<file path="src/b32ps_pkg.sv">
// Shared constants and character-class functions for the base32 hash and path scanner.
// No dependencies; imported by the top level.
package b32ps_pkg;

   localparam int PREFIX_LEN = 11;
   localparam int PREFIX_W   = 4;
   localparam int NAME_MAX   = 211;
   localparam int NAME_SAT   = 255;

   localparam logic [7:0] CHAR_SLASH = 8'h2F;
   localparam logic [7:0] CHAR_DASH  = 8'h2D;

   // Bytes of the store prefix, slash-led and slash-terminated.
   function automatic logic [7:0] prefix_byte(input logic [PREFIX_W-1:0] idx);
      logic [7:0] b;
      unique case (idx)
         4'd0:    b = 8'h2F;
         4'd1:    b = 8'h6E;
         4'd2:    b = 8'h69;
         4'd3:    b = 8'h78;
         4'd4:    b = 8'h2F;
         4'd5:    b = 8'h73;
         4'd6:    b = 8'h74;
         4'd7:    b = 8'h6F;
         4'd8:    b = 8'h72;
         4'd9:    b = 8'h65;
         4'd10:   b = 8'h2F;
         default: b = 8'h00;
      endcase
      return b;
   endfunction

   // Digits and lowercase letters without e, o, t and u.
   function automatic logic is_alphabet(input logic [7:0] c);
      logic digit;
      logic lower;
      digit = (c >= 8'h30) && (c <= 8'h39);
      lower = (c >= 8'h61) && (c <= 8'h7A) &&
              (c != 8'h65) && (c != 8'h6F) && (c != 8'h75) && (c != 8'h74);
      return digit || lower;
   endfunction

   function automatic logic is_name_char(input logic [7:0] c);
      logic alnum;
      alnum = ((c >= 8'h30) && (c <= 8'h39)) || ((c >= 8'h61) && (c <= 8'h7A)) ||
              ((c >= 8'h41) && (c <= 8'h5A));
      return alnum || (c == 8'h2B) || (c == 8'h2D) || (c == 8'h2E) ||
             (c == 8'h5F) || (c == 8'h3F) || (c == 8'h3D);
   endfunction

endpackage

</file>
<file path="src/base32_hash_and_path_scanner.sv">
// Top level of the base32 hash and path scanner: state registers, per-byte logic, result register.
// Depends on b32ps_pkg for the prefix table and character classes.

// Scans one byte per cycle. Every request is taken in the cycle it is offered as long as the
// result register is empty or being drained, so the sustained rate is one byte per clock; the
// per-byte work is a handful of compares and counter updates between the scan state registers
// and the result register, and a result appears in the cycle after the byte that causes it. A
// result carries a hash hit (tuser[0]) with the offset of the byte that closes a run of
// HASH_CHARS alphabet bytes, a completed store path (tuser[1]) with its start offset and total
// length, or both. Bytes that cause neither produce no result. All scan state, including the
// byte offset, returns to its reset value after a request with tlast set.
module base32_hash_and_path_scanner
   import b32ps_pkg::*;
#(
   parameter int HASH_CHARS  = 32,
   parameter int OFFSET_BITS = 48
) (
   input  logic         clock,
   input  logic         reset,
   input  logic         req_tvalid,
   output logic         req_tready,
   input  logic [7:0]   req_tdata,   // [7:0] data_byte
   input  logic         req_tlast,   // last_byte
   output logic         rsp_tvalid,
   input  logic         rsp_tready,
   output logic [103:0] rsp_tdata,   // [47:0] hash_end_offset, [95:48] path_start_offset,
                                     // [103:96] path_length
   output logic [1:0]   rsp_tuser    // [0] hash_found, [1] path_found
);

   localparam int RUN_W = $clog2(HASH_CHARS + 1);
   localparam logic [RUN_W-1:0]       RUN_FULL    = RUN_W'(HASH_CHARS);
   localparam logic [7:0]             HASH_LEN8   = 8'(HASH_CHARS);
   localparam logic [7:0]             NAME_MIN8   = 8'(HASH_CHARS + 2);
   localparam logic [7:0]             NAME_MAX8   = 8'(NAME_MAX);
   localparam logic [7:0]             NAME_SAT8   = 8'(NAME_SAT);
   localparam logic [7:0]             PREFIX_LEN8 = 8'(PREFIX_LEN);
   localparam logic [PREFIX_W-1:0]    PREFIX_END  = PREFIX_W'(PREFIX_LEN);
   localparam logic [OFFSET_BITS-1:0] START_BACK  = OFFSET_BITS'(PREFIX_LEN - 1);

   logic [OFFSET_BITS-1:0] position_ff, position_in;
   logic [RUN_W-1:0]       run_ff, run_in;
   logic [PREFIX_W-1:0]    matched_ff, matched_in;
   logic                   in_path_ff, in_path_in;
   logic [OFFSET_BITS-1:0] start_ff, start_in;
   logic [7:0]             name_len_ff, name_len_in;
   logic                   hash_ok_ff, hash_ok_in;
   logic                   dash_ff, dash_in;

   logic                   valid_ff;
   logic                   hash_found_ff, path_found_ff;
   logic [47:0]            hash_off_ff, path_off_ff;
   logic [7:0]             path_len_ff;

   logic                   accept;
   logic [7:0]             c;
   logic                   alpha, name_ch;
   logic                   hash_hit, path_hit;
   logic [OFFSET_BITS-1:0] hit_start;
   logic [7:0]             hit_len;
   logic [PREFIX_W-1:0]    match_idx, match_cnt;
   logic                   match_done;
   logic [63:0]            pos_wide, start_wide;

   assign req_tready = !valid_ff || rsp_tready;
   assign accept     = req_tvalid && req_tready;
   assign c          = req_tdata;
   assign alpha      = is_alphabet(c);
   assign name_ch    = is_name_char(c);

   // Prefix matcher: fall back to one on a slash, else to zero.
   always_comb begin
      match_idx = (matched_ff < PREFIX_END) ? matched_ff : '0;
      if (c == prefix_byte(match_idx)) begin
         match_cnt = match_idx + PREFIX_W'(1);
      end else if (c == CHAR_SLASH) begin
         match_cnt = PREFIX_W'(1);
      end else begin
         match_cnt = '0;
      end
      match_done = (match_cnt == PREFIX_END);
   end

   always_comb begin
      run_in      = run_ff;
      matched_in  = matched_ff;
      in_path_in  = in_path_ff;
      start_in    = start_ff;
      name_len_in = name_len_ff;
      hash_ok_in  = hash_ok_ff;
      dash_in     = dash_ff;
      path_hit    = 1'b0;
      hit_start   = '0;
      hit_len     = '0;

      if (alpha) begin
         if (run_ff < RUN_FULL) begin
            run_in = run_ff + RUN_W'(1);
         end
      end else begin
         run_in = '0;
      end
      hash_hit = alpha && (run_in >= RUN_FULL);

      if (in_path_ff && name_ch) begin
         if ((name_len_ff < HASH_LEN8) && !alpha) begin
            hash_ok_in = 1'b0;
         end
         if ((name_len_ff == HASH_LEN8) && (c == CHAR_DASH)) begin
            dash_in = 1'b1;
         end
         if (name_len_ff < NAME_SAT8) begin
            name_len_in = name_len_ff + 8'd1;
         end
      end else begin
         if (in_path_ff) begin
            // Judge the path closed by this byte, then try the byte as a new prefix.
            hit_start   = start_ff;
            hit_len     = name_len_ff + PREFIX_LEN8;
            path_hit    = (name_len_ff >= NAME_MIN8) && (name_len_ff <= NAME_MAX8) &&
                          hash_ok_ff && dash_ff;
            in_path_in  = 1'b0;
            name_len_in = '0;
            hash_ok_in  = 1'b1;
            dash_in     = 1'b0;
         end
         matched_in = match_cnt;
         if (match_done) begin
            in_path_in  = 1'b1;
            start_in    = position_ff - START_BACK;
            name_len_in = '0;
            hash_ok_in  = 1'b1;
            dash_in     = 1'b0;
            matched_in  = '0;
         end
      end

      position_in = position_ff + OFFSET_BITS'(1);
      if (req_tlast) begin
         if (in_path_in) begin
            hit_start = start_in;
            hit_len   = name_len_in + PREFIX_LEN8;
            path_hit  = (name_len_in >= NAME_MIN8) && (name_len_in <= NAME_MAX8) &&
                        hash_ok_in && dash_in;
         end
         position_in = '0;
         run_in      = '0;
         matched_in  = '0;
         in_path_in  = 1'b0;
         start_in    = '0;
         name_len_in = '0;
         hash_ok_in  = 1'b1;
         dash_in     = 1'b0;
      end
   end

   assign pos_wide   = 64'(position_ff);
   assign start_wide = 64'(hit_start);

   always_ff @(posedge clock) begin
      if (reset) begin
         position_ff <= '0;
         run_ff      <= '0;
         matched_ff  <= '0;
         in_path_ff  <= 1'b0;
         start_ff    <= '0;
         name_len_ff <= '0;
         hash_ok_ff  <= 1'b1;
         dash_ff     <= 1'b0;
      end else if (accept) begin
         position_ff <= position_in;
         run_ff      <= run_in;
         matched_ff  <= matched_in;
         in_path_ff  <= in_path_in;
         start_ff    <= start_in;
         name_len_ff <= name_len_in;
         hash_ok_ff  <= hash_ok_in;
         dash_ff     <= dash_in;
      end
   end

   always_ff @(posedge clock) begin
      if (reset) begin
         valid_ff <= 1'b0;
      end else if (accept) begin
         valid_ff <= hash_hit || path_hit;
      end else if (rsp_tready) begin
         valid_ff <= 1'b0;
      end
   end

   // Load the result register whenever a request is taken; zero the fields of an absent finding.
   always_ff @(posedge clock) begin
      if (accept) begin
         hash_found_ff <= hash_hit;
         path_found_ff <= path_hit;
         hash_off_ff   <= hash_hit ? pos_wide[47:0] : 48'd0;
         path_off_ff   <= path_hit ? start_wide[47:0] : 48'd0;
         path_len_ff   <= path_hit ? hit_len : 8'd0;
      end
   end

   assign rsp_tvalid = valid_ff;
   assign rsp_tdata  = {path_len_ff, path_off_ff, hash_off_ff};
   assign rsp_tuser  = {path_found_ff, hash_found_ff};

endmodule

</file>
<file path="config.mk">
export PLATFORM = sky130hd
export DESIGN_NAME = base32_hash_and_path_scanner
export DESIGN_NICKNAME = d
export VERILOG_FILES = /design/src/b32ps_pkg.sv /design/src/base32_hash_and_path_scanner.sv
export SDC_FILE = /design/constraint.sdc
export NUM_CORES = 1
export LEC_CHECK = 0
export ABC_CLOCK_PERIOD_IN_PS = 5800
export BUFFER_PORTS_ARGS = -buffer_cell sky130_fd_sc_hd__buf_2
export CORE_UTILIZATION = 55
export DETAILED_ROUTE_END_ITERATION = 7
export GPL_TIMING_DRIVEN = 0
export PLACE_DENSITY = 0.82
export SETUP_SLACK_MARGIN = 0.5
export SYNTH_ARGS = -nofsm -noshare
export SYNTH_HDL_FRONTEND = slang
export SYNTH_SLANG_ARGS = --single-unit
</file>
<file path="constraint.sdc">
create_clock -name clock -period 5.8 [get_ports clock]
set_clock_uncertainty 0.15 [all_clocks]
set_input_delay 0.29 -clock clock [delete_from_list [all_inputs] [get_ports clock]]
set_output_delay 0.29 -clock clock [all_outputs]
set_load 0.01 [all_outputs]
</file>
==> metrics.txt <==
status=completed; final worst-path cycle share=87.3%; Yosys cell types=84; IO Count=121; Internal=2.68 mW; drt pass-1 iters=6; vias per cell=5.95; total gr overflow=0; drt first-iter violations=686; Hold WC Path Type=in -> reg; sw frac=21.6%; leakage power=4.99 nW; fraction of registers with async set/reset=0%; Synth Area in XOR/XNOR=7.12%; Cells after Synth=1208; fillers=1632; Num Clock Sinks=224; fin nets=1385; Worst-path clk slew=0.06 ns; antenna-violating nets left=0; Seq pwr share=49.8%; switching pwr=0.737 mW; Peak supply drop=0.199 mV; Compound-Gate Fraction of Synth Area=14.6%; Die W=147 microns; worst skew pair latency=0.52 ns; R2R Path Start=matched_ff[3]$_SDFFE_PP0P_; Initial Util=56.5%; largest family of logic cells by synthesized area=simple AND/OR/NAND/NOR gates; Total Routing Usage GR=26.8%; Setup crit end kind=register; mapped cell area=11500 sq um; Post-Synth Adder-Cell Area=1.84%; worst path required time=5.91 ns; register area share after synthesis=48.0%; top_reg_cell synth=dfxtp_1; multi-input combinational cell area=5430 sq um; setup tns final=0 ns; area delta synth->final=15.6%; CTS buffer count=24; Total Die Area=21600 sq um; Period minus WS final=5.07 ns; max-cap viol count=0; port buffer count=117; pin count of the biggest net entering global routing=116; first-pass GRT wire length=46900 microns; share of cells above drive strength 1=18.4%; Final HPWL DP=20300 microns; kind of critical path=reg -> reg; Ys Warns=0; clock power share=45.8%; critical-path maximum fanout=10; deepest clock path buffer count=3; Root Driver=clkbuf_16; Post-synth EDFFs=106; Pwr Density=256 nW/um^2; Antenna Cells=0; syn nets=1238; Comb pwr share=4.4%; Final Hold Fails=0; RSZ-0062 raised after global routing=no; via count=9777; Tightest Pin Transition=1.46 ns; critical path arrival=5.18 ns; GPL Wtd Cong=0.914; initial antenna violation count=0; Peak Freq=197 MHz; wirelength, routed=29400 microns; FF+latch area=5550 sq um; final setup violation count=0; final core occ=65.3%; mux cell area share after synthesis=0.867%; CTS tree=yes; #FFs+latches synth=224; Die H=147 microns; core outline area=20400 sq um; Final Max Tran Viols=0; Worst Hold Launch=rsp_tready; vias in the first global route=9276; Rows=52; DR WL/cell=17.9 microns; crit path from=matched_ff[3]$_SDFFE_PP0P_; Startpoint Class=register; H-tree depth=1; simple-gate area share of the yosys netlist=22.5%; worst relative slew slack=2.63%; Residual DRC=0; Post-Syn Area per Cell=9.55 sq um
[final timing paths]
kind	slack (ns)	cells after the start	end
worst max-delay path	0.73	18	path_off_ff[19]$_SDFFCE_PN0P_
worst min-delay path	0.06	3	rsp_tvalid$_SDFFE_PP0P_
worst max register to register	0.73	18	path_off_ff[19]$_SDFFCE_PN0P_
worst min register to register	0.35	2	start_ff[33]$_SDFFE_PP0P_
[cells in the mapped netlist (15+ instances only)]
master | number | area [sq um]
a21oi_1 | 42 | 210
a22oi_1 | 101 | 758
and3_1 | 47 | 294
buf_2 | 27 | 135
clkbuf_1 | 64 | 240
dfxtp_1 | 118 | 2360
edfxtp_1 | 106 | 3180
ha_1 | 17 | 213
inv_1 | 23 | 86.3
nand2_1 | 73 | 274
nand3_1 | 34 | 170
nor2_1 | 182 | 683
nor3_1 | 23 | 115
o21ai_0 | 25 | 125
or3_1 | 15 | 93.8
xnor2_1 | 35 | 307
xor2_1 | 57 | 499
[cell usage in the layout (no fill, tap or decap), types with 7 or more instances in the layout]
master and count:
edfxtp_1 106, or4_1 8, nor2_2 11, xnor2_1 35, nor2b_1 9, o21ai_0 25
nand4_1 13, nor3_1 23, nand2_1 73, inv_1 23, clkbuf_16 26, dfxtp_1 118
a22oi_1 101, ha_1 17, buf_4 7, and2_1 10, nand3_1 34, xor2_1 57
buf_2 142, a21oi_1 42, nor4_1 9, and3_1 47, clkbuf_1 68, or3_1 15
or2_2 7, a31oi_1 7, nand2b_1 10, mux2_2 8, nor2_1 182
[state kept, by name, summed over array words and instances, names as in the netlist, 4 cells and up]
| register | count |
|---|---|
| name_len_ff | 8 |
| matched_ff | 4 |
| path_off_ff | 48 |
| run_ff | 6 |
| path_len_ff | 8 |
| position_ff | 48 |
| start_ff | 48 |
| hash_off_ff | 48 |
[power by group through the flow]
stage | logic (mW) | registers (mW) | clock network, mW
after floorplan | 0.0605 | 1.76 | 0
after global placement | 0.147 | 1.74 | 0
after detailed placement | 0.150 | 1.74 | 0
after CTS | 0.152 | 1.70 | 1.58
after global routing | 0.163 | 1.71 | 1.64
final | 0.152 | 1.70 | 1.56
[cell type report]
cell class                      instances  share of cell area [%]
Buffer                                105                    3.73
Timing Repair Buffer                  121                    4.63
Sequential cell                       224                    41.6
Clock inverter                          9                   0.760
Tap cell                              270                    2.53
Inverter                               24                   0.675
Multi-Input combinational cell        855                    40.7
Clock buffer                           35                    5.36
[timing repair]
action                     4_1_cts  5_1_grt
gates cloned                     0        0
pin swaps                        0        2
buffers inserted                 0        3
hold buffers                     1        0
setup endpoints to repair       40       53
resized for setup                2        2
hold endpoints to repair         1        0
[per-layer routing]
layer,vias to the layer above,share of wire (%),GRT usage [%]
met2,413,47,43.9
met5,-,0,0
met3,77,7.3,4.22
li1,4637,-,-
met1,4650,42,35.5
met4,0,3.5,11.0
[kinds of logic after synthesis]
family	Yosys count
AOI/OAI and AO/OA	240
xor gates and xnor gates	93
adders and majority gates	17
buffers and inverters	129
DFF	224
muxes	9
and+or+nand+nor	496
[per-stage QoR]
stage               cells  hold WS [ns]  worst slack (ns)  instance area (sq um)  power [mW]
floorplan            1208         0.303              1.31                  11500        1.82
global placement     1595         0.315             0.393                  12500        1.89
detailed placement   1595         0.329             0.408                  12500        1.89
CTS                  1640        0.0361             0.582                  13300        3.43
global route         1643        0.0777             0.475                  13300        3.51
finish               1643        0.0578             0.735                  13300        3.42
[worst max-delay path, cell delays in order, from the launching register on]
cell and delay, ns:
dfxtp_1 0.46, clkbuf_2 0.26, o21ai_0 0.11, nand2_1 0.20, ha_1 0.36, or4_1 0.49, a21oi_1 0.16, a2111o_1 0.16
nand4b_1 0.19, o21bai_4 0.25, o21ai_0 0.15, a22o_1 0.33, ha_1 0.21, a211o_1 0.24, a211o_1 0.31, a31oi_2 0.30
buf_6 0.24, buf_6 0.16, nor2_1 0.05
No activity file was read; power rests on OpenSTA's default activity.
